$ cat src/cpf_pkg.sv
// ----------------------------------------------------------------------------
// cpf_pkg
// types, constants and crc helper for the crc-8 escaped packet framer
// ----------------------------------------------------------------------------
`default_nettype none

package cpf_pkg;

	localparam logic [7:0] MARKER = 8'hFE;
	localparam logic [7:0] ESCAPE = 8'hFD;
	localparam logic [7:0] FLIP   = 8'h20;
	localparam logic [7:0] POLY   = 8'h8C;
	localparam logic [7:0] INIT   = 8'h00;

	localparam int QUEUE_DEPTH_DEF = 2;

	typedef struct packed {
		logic [7:0] data_byte;
		logic       last_byte;
	} in_item_t;

	typedef struct packed {
		logic [7:0] line_byte;
		logic       run_last;
		logic       packet_end;
	} out_item_t;

	// one classified message byte handed from front to back
	typedef struct packed {
		logic [7:0] data;
		logic [7:0] crc;
		logic       open;
		logic       last;
	} job_t;

	// reflected crc-8, one byte, lsb first
	function automatic logic [7:0] crc_update(input logic [7:0] crc_in,
		input logic [7:0] b);
		logic [7:0] c;
		c = crc_in;
		for (int i = 0; i < 8; i++) begin
			if (c[0] ^ b[i]) begin
				c = (c >> 1) ^ POLY;
			end else begin
				c = c >> 1;
			end
		end
		return c;
	endfunction

	function automatic logic needs_escape(input logic [7:0] b);
		return (b == MARKER) || (b == ESCAPE);
	endfunction

endpackage

`default_nettype wire

$ cat src/crc8_escaped_packet_framer_unit.sv
// path: a first line byte passes the queue, job register and output register
// throughput: the serializer emits one line byte per cycle unless stalled, so a
//   message byte gives 1 or 2 line bytes, plus 1 for an opening marker and 2 to
//   3 for crc and closing marker on the last byte of a packet
// reset: arst_n clears crc, packet state, queue count and output valid at once
`default_nettype none

// ----------------------------------------------------------------------------
// crc8_escaped_packet_framer_unit
// byte-stuffing framer: 0xfe markers, 0xfd escapes, reflected crc-8 trailer
// ----------------------------------------------------------------------------
module crc8_escaped_packet_framer_unit #(
	parameter int QUEUE_DEPTH = cpf_pkg::QUEUE_DEPTH_DEF
) (
	input  wire logic              clk,
	input  wire logic              arst_n,
	// message byte transactions
	input  wire logic              byte_valid,
	output logic                   byte_stall,
	input  wire cpf_pkg::in_item_t byte_item,
	// line byte transactions
	output logic                   line_valid,
	input  wire logic              line_stall,
	output cpf_pkg::out_item_t     line_item
);
	import cpf_pkg::*;

	// front to queue
	logic q_push;
	logic q_full;
	job_t q_job;

	// queue to back
	logic q_nonempty;
	logic q_pop;
	job_t q_head;

	// front: crc and packet tagging, one transaction per cycle while queue has room
	cpf_front u_front (
		.clk        (clk),
		.arst_n     (arst_n),
		.byte_valid (byte_valid),
		.byte_stall (byte_stall),
		.byte_item  (byte_item),
		.q_full     (q_full),
		.q_push     (q_push),
		.q_job      (q_job)
	);

	// decouples the front from output backpressure
	cpf_queue #(
		.DEPTH (QUEUE_DEPTH)
	) u_queue (
		.clk      (clk),
		.arst_n   (arst_n),
		.push     (q_push),
		.push_job (q_job),
		.full     (q_full),
		.nonempty (q_nonempty),
		.pop      (q_pop),
		.head     (q_head)
	);

	// back: byte serializer with registered output
	cpf_back u_back (
		.clk        (clk),
		.arst_n     (arst_n),
		.q_nonempty (q_nonempty),
		.q_head     (q_head),
		.q_pop      (q_pop),
		.line_valid (line_valid),
		.line_stall (line_stall),
		.line_item  (line_item)
	);

endmodule

`default_nettype wire

$ cat src/cpf_queue.sv
// ----------------------------------------------------------------------------
// cpf_queue
// small fifo of classified jobs between front and back
// ----------------------------------------------------------------------------
`default_nettype none

module cpf_queue #(
	parameter int DEPTH = cpf_pkg::QUEUE_DEPTH_DEF
) (
	input  wire logic          clk,
	input  wire logic          arst_n,
	input  wire logic          push,
	input  wire cpf_pkg::job_t push_job,
	output logic               full,
	output logic               nonempty,
	input  wire logic          pop,
	output cpf_pkg::job_t      head
);
	import cpf_pkg::*;

	localparam int PW = (DEPTH > 1) ? $clog2(DEPTH) : 1;
	localparam int CW = $clog2(DEPTH + 1);
	localparam logic [PW-1:0] LAST_IDX = PW'(DEPTH - 1);

	job_t          mem_q [DEPTH];
	logic [PW-1:0] wr_ptr_q;
	logic [PW-1:0] rd_ptr_q;
	logic [CW-1:0] count_q;

	logic do_push;
	logic do_pop;

	assign full     = (count_q == CW'(DEPTH));
	assign nonempty = (count_q != '0);
	assign head     = mem_q[rd_ptr_q];
	assign do_push  = push && !full;
	assign do_pop   = pop && nonempty;

	always_ff @(posedge clk) begin
		if (do_push) begin
			mem_q[wr_ptr_q] <= push_job;
		end
	end

	always_ff @(posedge clk or negedge arst_n) begin
		if (!arst_n) begin
			wr_ptr_q <= '0;
			rd_ptr_q <= '0;
			count_q  <= '0;
		end else begin
			if (do_push) begin
				wr_ptr_q <= (wr_ptr_q == LAST_IDX) ? '0 : wr_ptr_q + 1'b1;
			end
			if (do_pop) begin
				rd_ptr_q <= (rd_ptr_q == LAST_IDX) ? '0 : rd_ptr_q + 1'b1;
			end
			if (do_push && !do_pop) begin
				count_q <= count_q + 1'b1;
			end else if (do_pop && !do_push) begin
				count_q <= count_q - 1'b1;
			end
		end
	end

endmodule

`default_nettype wire

$ cat src/cpf_front.sv
// ----------------------------------------------------------------------------
// cpf_front
// accepts message bytes, runs the crc and tags packet start and end
// ----------------------------------------------------------------------------
`default_nettype none

module cpf_front (
	input  wire logic             clk,
	input  wire logic             arst_n,
	input  wire logic             byte_valid,
	output logic                  byte_stall,
	input  wire cpf_pkg::in_item_t byte_item,
	input  wire logic             q_full,
	output logic                  q_push,
	output cpf_pkg::job_t         q_job
);
	import cpf_pkg::*;

	logic [7:0] crc_q;
	logic       in_packet_q;
	logic [7:0] crc_next;

	assign crc_next   = crc_update(crc_q, byte_item.data_byte);
	assign byte_stall = q_full;
	assign q_push     = byte_valid && !q_full;

	always_comb begin
		q_job.data = byte_item.data_byte;
		q_job.crc  = crc_next;
		q_job.open = !in_packet_q;
		q_job.last = byte_item.last_byte;
	end

	always_ff @(posedge clk or negedge arst_n) begin
		if (!arst_n) begin
			crc_q       <= INIT;
			in_packet_q <= 1'b0;
		end else if (q_push) begin
			crc_q       <= byte_item.last_byte ? INIT : crc_next;
			in_packet_q <= !byte_item.last_byte;
		end
	end

endmodule

`default_nettype wire

$ cat src/cpf_back.sv
// ----------------------------------------------------------------------------
// cpf_back
// serializes one job: opening marker if it opens, escaped data, and escaped crc and closing marker if last
// ----------------------------------------------------------------------------
`default_nettype none

module cpf_back (
	input  wire logic           clk,
	input  wire logic           arst_n,
	input  wire logic           q_nonempty,
	input  wire cpf_pkg::job_t  q_head,
	output logic                q_pop,
	output logic                line_valid,
	input  wire logic           line_stall,
	output cpf_pkg::out_item_t  line_item
);
	import cpf_pkg::*;

	localparam logic [2:0] PH_OPEN  = 3'd0;
	localparam logic [2:0] PH_DATA  = 3'd1;
	localparam logic [2:0] PH_DATA2 = 3'd2;
	localparam logic [2:0] PH_CRC   = 3'd3;
	localparam logic [2:0] PH_CRC2  = 3'd4;
	localparam logic [2:0] PH_CLOSE = 3'd5;

	job_t       job_q;
	logic       busy_q;
	logic [2:0] phase_q;
	logic       out_valid_q;
	out_item_t  out_q;

	logic       advance;
	logic       emit;
	logic       done;
	logic       data_tail;
	logic [2:0] phase_nxt;
	out_item_t  emit_item;

	assign advance = !out_valid_q || !line_stall;
	assign emit    = busy_q && advance;
	assign q_pop   = q_nonempty && advance && (!busy_q || done);

	always_comb begin
		emit_item.line_byte  = MARKER;
		emit_item.run_last   = 1'b0;
		emit_item.packet_end = 1'b0;
		phase_nxt            = phase_q;
		done                 = 1'b0;
		data_tail            = 1'b0;
		case (phase_q)
			PH_OPEN: begin
				phase_nxt = PH_DATA;
			end
			PH_DATA: begin
				if (needs_escape(job_q.data)) begin
					emit_item.line_byte = ESCAPE;
					phase_nxt           = PH_DATA2;
				end else begin
					emit_item.line_byte = job_q.data;
					data_tail           = 1'b1;
				end
			end
			PH_DATA2: begin
				emit_item.line_byte = job_q.data ^ FLIP;
				data_tail           = 1'b1;
			end
			PH_CRC: begin
				if (needs_escape(job_q.crc)) begin
					emit_item.line_byte = ESCAPE;
					phase_nxt           = PH_CRC2;
				end else begin
					emit_item.line_byte = job_q.crc;
					phase_nxt           = PH_CLOSE;
				end
			end
			PH_CRC2: begin
				emit_item.line_byte = job_q.crc ^ FLIP;
				phase_nxt           = PH_CLOSE;
			end
			PH_CLOSE: begin
				emit_item.run_last   = 1'b1;
				emit_item.packet_end = 1'b1;
				done                 = 1'b1;
			end
			default: begin
				done = 1'b1;
			end
		endcase
		// after the data byte: go on to the crc or finish the job
		if (data_tail) begin
			if (job_q.last) begin
				phase_nxt = PH_CRC;
			end else begin
				emit_item.run_last = 1'b1;
				done               = 1'b1;
			end
		end
	end

	always_ff @(posedge clk) begin
		if (q_pop) begin
			job_q <= q_head;
		end
		if (emit) begin
			out_q <= emit_item;
		end
	end

	always_ff @(posedge clk or negedge arst_n) begin
		if (!arst_n) begin
			busy_q      <= 1'b0;
			phase_q     <= PH_OPEN;
			out_valid_q <= 1'b0;
		end else begin
			if (advance) begin
				out_valid_q <= busy_q;
			end
			if (q_pop) begin
				busy_q  <= 1'b1;
				phase_q <= q_head.open ? PH_OPEN : PH_DATA;
			end else if (emit && done) begin
				busy_q <= 1'b0;
			end else if (emit) begin
				phase_q <= phase_nxt;
			end
		end
	end

	assign line_valid = out_valid_q;
	assign line_item  = out_q;

endmodule

`default_nettype wire

$ cat config.mk
export PLATFORM = sky130hd
export DESIGN_NAME = crc8_escaped_packet_framer_unit
export DESIGN_NICKNAME = d
export VERILOG_FILES = /design/src/cpf_pkg.sv /design/src/crc8_escaped_packet_framer_unit.sv /design/src/cpf_queue.sv /design/src/cpf_front.sv /design/src/cpf_back.sv
export SDC_FILE = /design/constraint.sdc
export NUM_CORES = 1
export LEC_CHECK = 0
export ABC_AREA = 1
export BUFFER_PORTS_ARGS = -buffer_cell sky130_fd_sc_hd__buf_2
export CAP_MARGIN = 20
export CORE_MARGIN = 5
export CORE_UTILIZATION = 54
export CTS_CLUSTER_DIAMETER = 100
export DETAILED_ROUTE_END_ITERATION = 8
export PLACE_DENSITY = 0.83
export SLEW_MARGIN = 10
export SYNTH_ARGS = -nofsm -noshare
export SYNTH_HDL_FRONTEND = slang
export SYNTH_HIERARCHICAL = 1
export SYNTH_SLANG_ARGS = --single-unit
export TNS_END_PERCENT = 50
$ cat constraint.sdc
create_clock -name clk -period 2.4 [get_ports clk]
set_clock_uncertainty 0.2 [all_clocks]
set_input_delay 0.48 -clock clk [delete_from_list [all_inputs] [get_ports clk]]
set_output_delay 0.48 -clock clk [all_outputs]
set_load 0.01 [all_outputs]
Word level (Yosys, flattened, before mapping)
Memory sizes are Yosys's and may differ from the RTL's.
Index checks and enable logic that the tools add are counted.
{"block": "totals", "ff_bits": 45, "latch_bits": 0, "ram_bits": 36, "romBits": 0, "input_bits": 13, "out_inout_bits": 12, "mem_count": 1}
{"block": "op_classes", "addsub": 4, "n_mul": 0, "div_mod_pow": 0, "n_lt_le_gt_ge": 0, "n_eq_ne": 11, "shift": 0, "n_mux": 37, "bitwise": 18, "n_reduce_logical": 28}
{"memory": "u_queue.mem_q", "depth": 2, "width": 18, "rd": 1, "rd_clocked_by_memory_dff": 0, "write_ports": 1, "line": "cpf_queue.sv:25", "text": "job_t mem_q [DEPTH];"}
{"op": "$mux 8", "count": 11}
{"op": "$eq 8x8->1 const B", "count": 4}
{"op": "$pmux 8 s4", "count": 1}
{"op": "$not 2->3", "count": 8}
{"op": "$mux 3", "count": 6}
{"op": "$mux 1", "count": 14}
{"op": "$pmux 3 s4", "count": 1}
{"op": "$logic_and 1x1->1", "count": 9}
{"op": "$logic_not 1->1", "count": 8}
{"op": "$reduce_bool 2->1", "count": 4}
{"op": "$xor 1x1->1", "count": 8}
{"op": "$eq 3x2->1 const B", "count": 2}
{"op": "$eq 3x3->1 const B", "count": 2}
{"op": "$mux 2", "count": 3}
{"op": "$reduce_or 5->1", "count": 1}
{"op": "$logic_or 1x1->1", "count": 4}
{"op": "$eq 3x1->1 const B", "count": 1}
{"op": "$logic_not 3->1", "count": 1}
{"op": "$add 1x1->1 const B", "count": 2}
{"op": "$add 2x1->2 const B", "count": 1}
{"op": "$eq 2x2->1 const B", "count": 1}
{"op": "$ne 2x2->1 const B", "count": 1}
{"op": "$not 1->1", "count": 2}
{"op": "$pmux 1 s2", "count": 1}
{"op": "2 further kinds", "count": 2}

Depth between registers and ports, before layout
{"block": "logic_depth", "ltp_word": 17, "ltp_mapped": 16, "depth_no_buf": 16}

Cells and area by module
Netlist, hierarchy kept.
{"module": "cpf_queue", "n_inst": 1, "cells_each": 125, "area_per_inst_um2": 1552.7, "seq_area_each_um2": 1181.1}
{"module": "cpf_back", "n_inst": 1, "cells_each": 130, "area_per_inst_um2": 1411.4, "seq_area_each_um2": 935.9}
{"module": "cpf_front", "n_inst": 1, "cells_each": 155, "area_per_inst_um2": 944.7, "seq_area_each_um2": 225.2}

Worst setup path after synthesis
No wires, ideal clock.
{"block": "synth_timing", "path_kind": "reg-to-reg", "start": "register u_back.phase_q[2]", "end": "register u_queue.count_q[1]", "arrival_ns": 2.090, "required_time_ns": 2.083, "setup_slack_ns": -0.007, "stages_incl_launch_ff": 16, "n_path_buf": 0, "synth_period_minus_slack_ns": 2.407, "cell_sequence": "dfrtp_1 > inv_2 > nand2_1 > nor2_2 > nand2_2 > nand2_2 > nand2_4 > nand3_2 > nand2_2 > inv_1 > nand2_2 > ha_1 > inv_1 > nand3_1 > nand2_1 > nand2_1"}
{"block": "synth_via", "elab_chain_cells": 11, "word_cells_on_any_way": 18}
{"item": "start: declaration", "line": "cpf_back.sv:28", "text": "logic [2:0] phase_q;"}
{"item": "start signal: assignment", "line": "cpf_back.sv:120", "text": "phase_q <= q_head.open ? PH_OPEN : PH_DATA;"}
{"item": "start signal: assignment", "line": "cpf_back.sv:124", "text": "phase_q <= phase_nxt;"}
{"item": "$eq 3x1->1, or another cell as far along", "line": "cpf_back.sv:50", "text": "case (phase_q)"}
{"item": "$reduce_or 5->1 (no source line)"}
{"item": "$mux 1", "line": "cpf_back.sv:50"}
{"item": "$mux 1", "line": "cpf_back.sv:91", "text": "if (job_q.last) begin"}
{"item": "$mux 1 (*)", "line": "cpf_back.sv:90", "text": "if (data_tail) begin"}
{"item": "$logic_or 1x1->1 (*)", "line": "cpf_back.sv:41", "text": "assign q_pop = q_nonempty && advance && (!busy_q || done);"}
{"item": "$logic_and 1x1->1 (*)", "line": "cpf_back.sv:41"}
{"item": "named net q_pop", "line": "crc8_escaped_packet_framer_unit.sv:35", "text": "logic q_pop;"}
{"item": "$logic_and 1x1->1 (*)", "line": "cpf_queue.sv:37", "text": "assign do_pop = pop && nonempty;"}
{"item": "$logic_not 1->1", "line": "cpf_queue.sv:57", "text": "if (do_push && !do_pop) begin"}
{"item": "$logic_and 1x1->1", "line": "cpf_queue.sv:57"}
{"item": "$mux 2 / $reduce_bool 2->1 (equally long branches)"}
{"item": "end signal: assignment", "line": "cpf_queue.sv:58", "text": "count_q <= count_q + 1'b1;"}
{"item": "end signal: assignment", "line": "cpf_queue.sv:60", "text": "count_q <= count_q - 1'b1;"}
{"item": "end: declaration", "line": "cpf_queue.sv:28", "text": "logic [CW-1:0] count_q;"}
Mark *: on every way through the listed nets, which the timed path passes. The rest lies on a longest branch.
A chain may end at the register's enable or synchronous reset.

Worst setup path in the final report
Same ends and word-level chain as after synthesis.

==> flow_summary.ini <==
[power]
ir_drop_mv = 0.596
combPwrFrac_pct = 41.9
p_int_mw = 3.54
power_leakage_nw = 1.96
power_switching_mw = 2.36
power.density_nw_per_um2 = 1380
seqPwrFrac_pct = 43.8
clkPwrFrac_pct = 14.3
swShare_pct = 40.0
finalPower_mw = 5.91

[route]
wl_per_cell_um = 13.0
first_pass_iters = 4
ant_nets = 0
vias = 2721
vias_per_cell = 5.00
dr.first_iter.drc_count = 190
wirelength_mm = 7.05
drcViolationCount = 0

[clocking]
clockBufferDepth = 2
clock_sinks = 81
ctsRootBufferMaster = clkbuf_8
clk_latency_ns = 0.35
clk_pin_slew_ns = 0.08
cts_made_buffers = 9
cts_tree = built
h-tree-depth = 3

[worst_setup_path]
endpoint = u_queue/count_q[1]
crit_buf_inv = 3
critPathMaxStageDelay_ns = 0.42
startpoint_type = flop
r2r-end = u_queue/count_q[1]
cp_top_family = simple AND/OR/NAND/NOR gates
cp_data_required_time_ns = 2.44
crit_top_cell = nand2_2
r2r_slack_ns = 0.20
end_kind = flop
r2r_start = u_back/phase_q[2]
crit_path_start = u_back/phase_q[2]
critPathMaxFanout = 5
crit_slowest_cell = dfrtp_1
path_cells = inv_2 > nand2_1 > nor2_4 > nand2_2 > nand2_2 > nand2_4 > nand3_2 > nand2_2 > clkinvlp_4 > nand2_2 > ha_1 > inv_1 > nand3_1 > nand2_1 > nand2_1
crit_type = flop to flop
cp.depth = 15
arrival_ns = 2.24
worst_r2r_path_depth = 15

[grt]
antenna_found_initial = 0
grt_pass1_vias = 2662
grtUsageTotal_pct = 17.5
overflow = 0
grt_pass1_wl_mm = 12.0
grt_max_degree = 20

[final_layout]
drive_gt1_share_pct = 21.1
insertedDiodeCount = 0
seq_area_um2 = 2340
nets = 454
multi_input_area_um2 = 1290
fillers = 626
area_growth_pct = 9.60
fin_util_pct = 60.0
finalNonFillerCells = 544

[timing]
post-route-min-period_ns = 2.20
timing.final.max_slew_violations = 0
setup_tns_ns = 0
setup_viol = 0
slew_headroom_pct = 70.2
tightestPinTransition_ns = 0.447
grt_setup_unrepaired = no
timing.final.crit_share_pct = 91.6
fmax_mhz = 455
hold_viol_final = 0

[floorplan]
die_x_um = 95.1
die-area_um2 = 9040
die_height_um = 95.1
core-area_um2 = 7140
initial_utilization_pct = 54.8
placementRows = 31
ioPinCount = 25

[yosys]
ys_types = 32
synth_edf_count = 63
postSynth.asyncResetShare_pct = 22.2
synth-seq-cells = 81
ys_warn_count = 6
synthTopCellsByArea = edfxtp_1, nand2_1, dfrtp_1, nand2_2, inv_1
yosysMostFrequentCell = nand2_1
synth_area_leader_cell = edfxtp_1
yosysTopAreaCellShare_pct = 48.4
netlist_area_um2 = 3910
postSynthAreaPerCell_um2 = 9.53
ys_seq_area_share_pct = 59.9
synthTopCellsByCount = nand2_1, edfxtp_1, inv_1
synthCells = 410
synthFlopType = edfxtp_1
syn-num-nets = 424

[min_path]
hold_path_class = input pin to flop

[placed_design]
hpwl_mm = 5.27
io_buffer_count = 24
gp_congestion = 0.839
dp_cells = 524

[outcome]
status = finished, final reports clean

[flow_run]
cap_viol_max_count = 0
registers in the layout, summed over array words and instances, names as in the netlist:
register	cells
u_queue/mem_q	36
u_back/job_q	17
u_back/line_item	10
u_front/crc_q	8
u_back/phase_q	3
u_queue/count_q	2
u_back/busy_q	1
u_back/line_valid	1
u_front/in_packet_q	1
u_queue/rd_ptr_q	1
u_queue/wr_ptr_q	1
worst register-to-register path, delay by kind of cell, from the launching register on:
kind	cells	cell delay (ns)
fa+ha+maj	1	0.31
flops	1	0.42
simple gates	11	0.89
buf+inv	3	0.26
power groups by stage:
stage / sequential, mW / combinational (mW) / clock (mW)
after global routing: 2.64 / 2.83 / 0.931
final: 2.59 / 2.48 / 0.845
after CTS: 2.58 / 2.45 / 0.870
after detailed placement: 2.61 / 2.44 / 0
after global placement: 2.57 / 2.32 / 0
after floorplan: 2.58 / 1.85 / 0
per-stage QoR:
stage | area, um2 | setup WS, ns | hold WS, ns
finish | 4280 | 0.200 | 0.162
global route | 4280 | 0.00314 | 0.153
CTS | 4260 | 0.193 | 0.145
detailed placement | 4090 | 0.209 | 0.255
global placement | 4090 | 0.306 | 0.250
floorplan | 3910 | 0.158 | -0.0156
metal layers:
layer,part of all wire [%],GRT usage (%),routed length [um],vias up
li1,-,-,-,1363
met1,43,21.3,3020,1269
met2,51,29.7,3580,69
met3,3.8,3.87,265,20
met4,2.6,7.81,181,0
met5,0,0,0,-
timing repair:
action | 4_1_cts | 5_1_grt
hold endpoints to repair | 18 | 0
resized for setup | 0 | 1
hold buffers | 1 | 0
setup endpoints to repair | 0 | 1
buffers inserted | 0 | 3
worst min-delay path by stage:
stage	start	to	slack, ns	cells after the start
global placement	arst_n	u_front/crc_q[7]	0.25	1
CTS	byte_item[3]	u_queue/mem_q[0][12]	0.14	1
global route	byte_item[3]	u_queue/mem_q[0][12]	0.15	1
floorplan	arst_n	u_back/busy_q	-0.02	0
finish	byte_item[3]	u_queue/mem_q[0][12]	0.16	1
detailed placement	arst_n	u_front/crc_q[7]	0.25	1
placed cells by master, fill, tap and decap left out, drive strengths merged, types with 2 or more instances in the layout:
cell type / count
a22oi: 3
and2: 2
buf: 32
clkbuf: 15
dfrtp: 18
edfxtp: 63
inv: 45
nand2: 195
nand3: 20
nor2: 22
o211ai: 3
o21ai: 10
xnor2: 4
xor2: 3
cells by family (layout without fill, tap and decap cells):
group           count (synthesis)  after routing  share of synthesized area (%)
flops                          81             81                           59.9
simple gates                  242            242                           27.4
fa+ha+maj                       1              1                          0.320
compound gates                 19             19                           3.43
buf+inv                        60             95                           7.20
xor+xnor                        7              7                           1.76
layout make-up:
cell class | count | share of cell area [%]
inverters | 46 | 4.12
clock inverters | 1 | 0.117
multi-input cells | 269 | 30.1
clock buffers | 15 | 3.65
flip-flops and latches | 81 | 54.7
repair buffers | 33 | 4.44
well taps | 99 | 2.89
No activity file was read; power rests on OpenSTA's default activity.
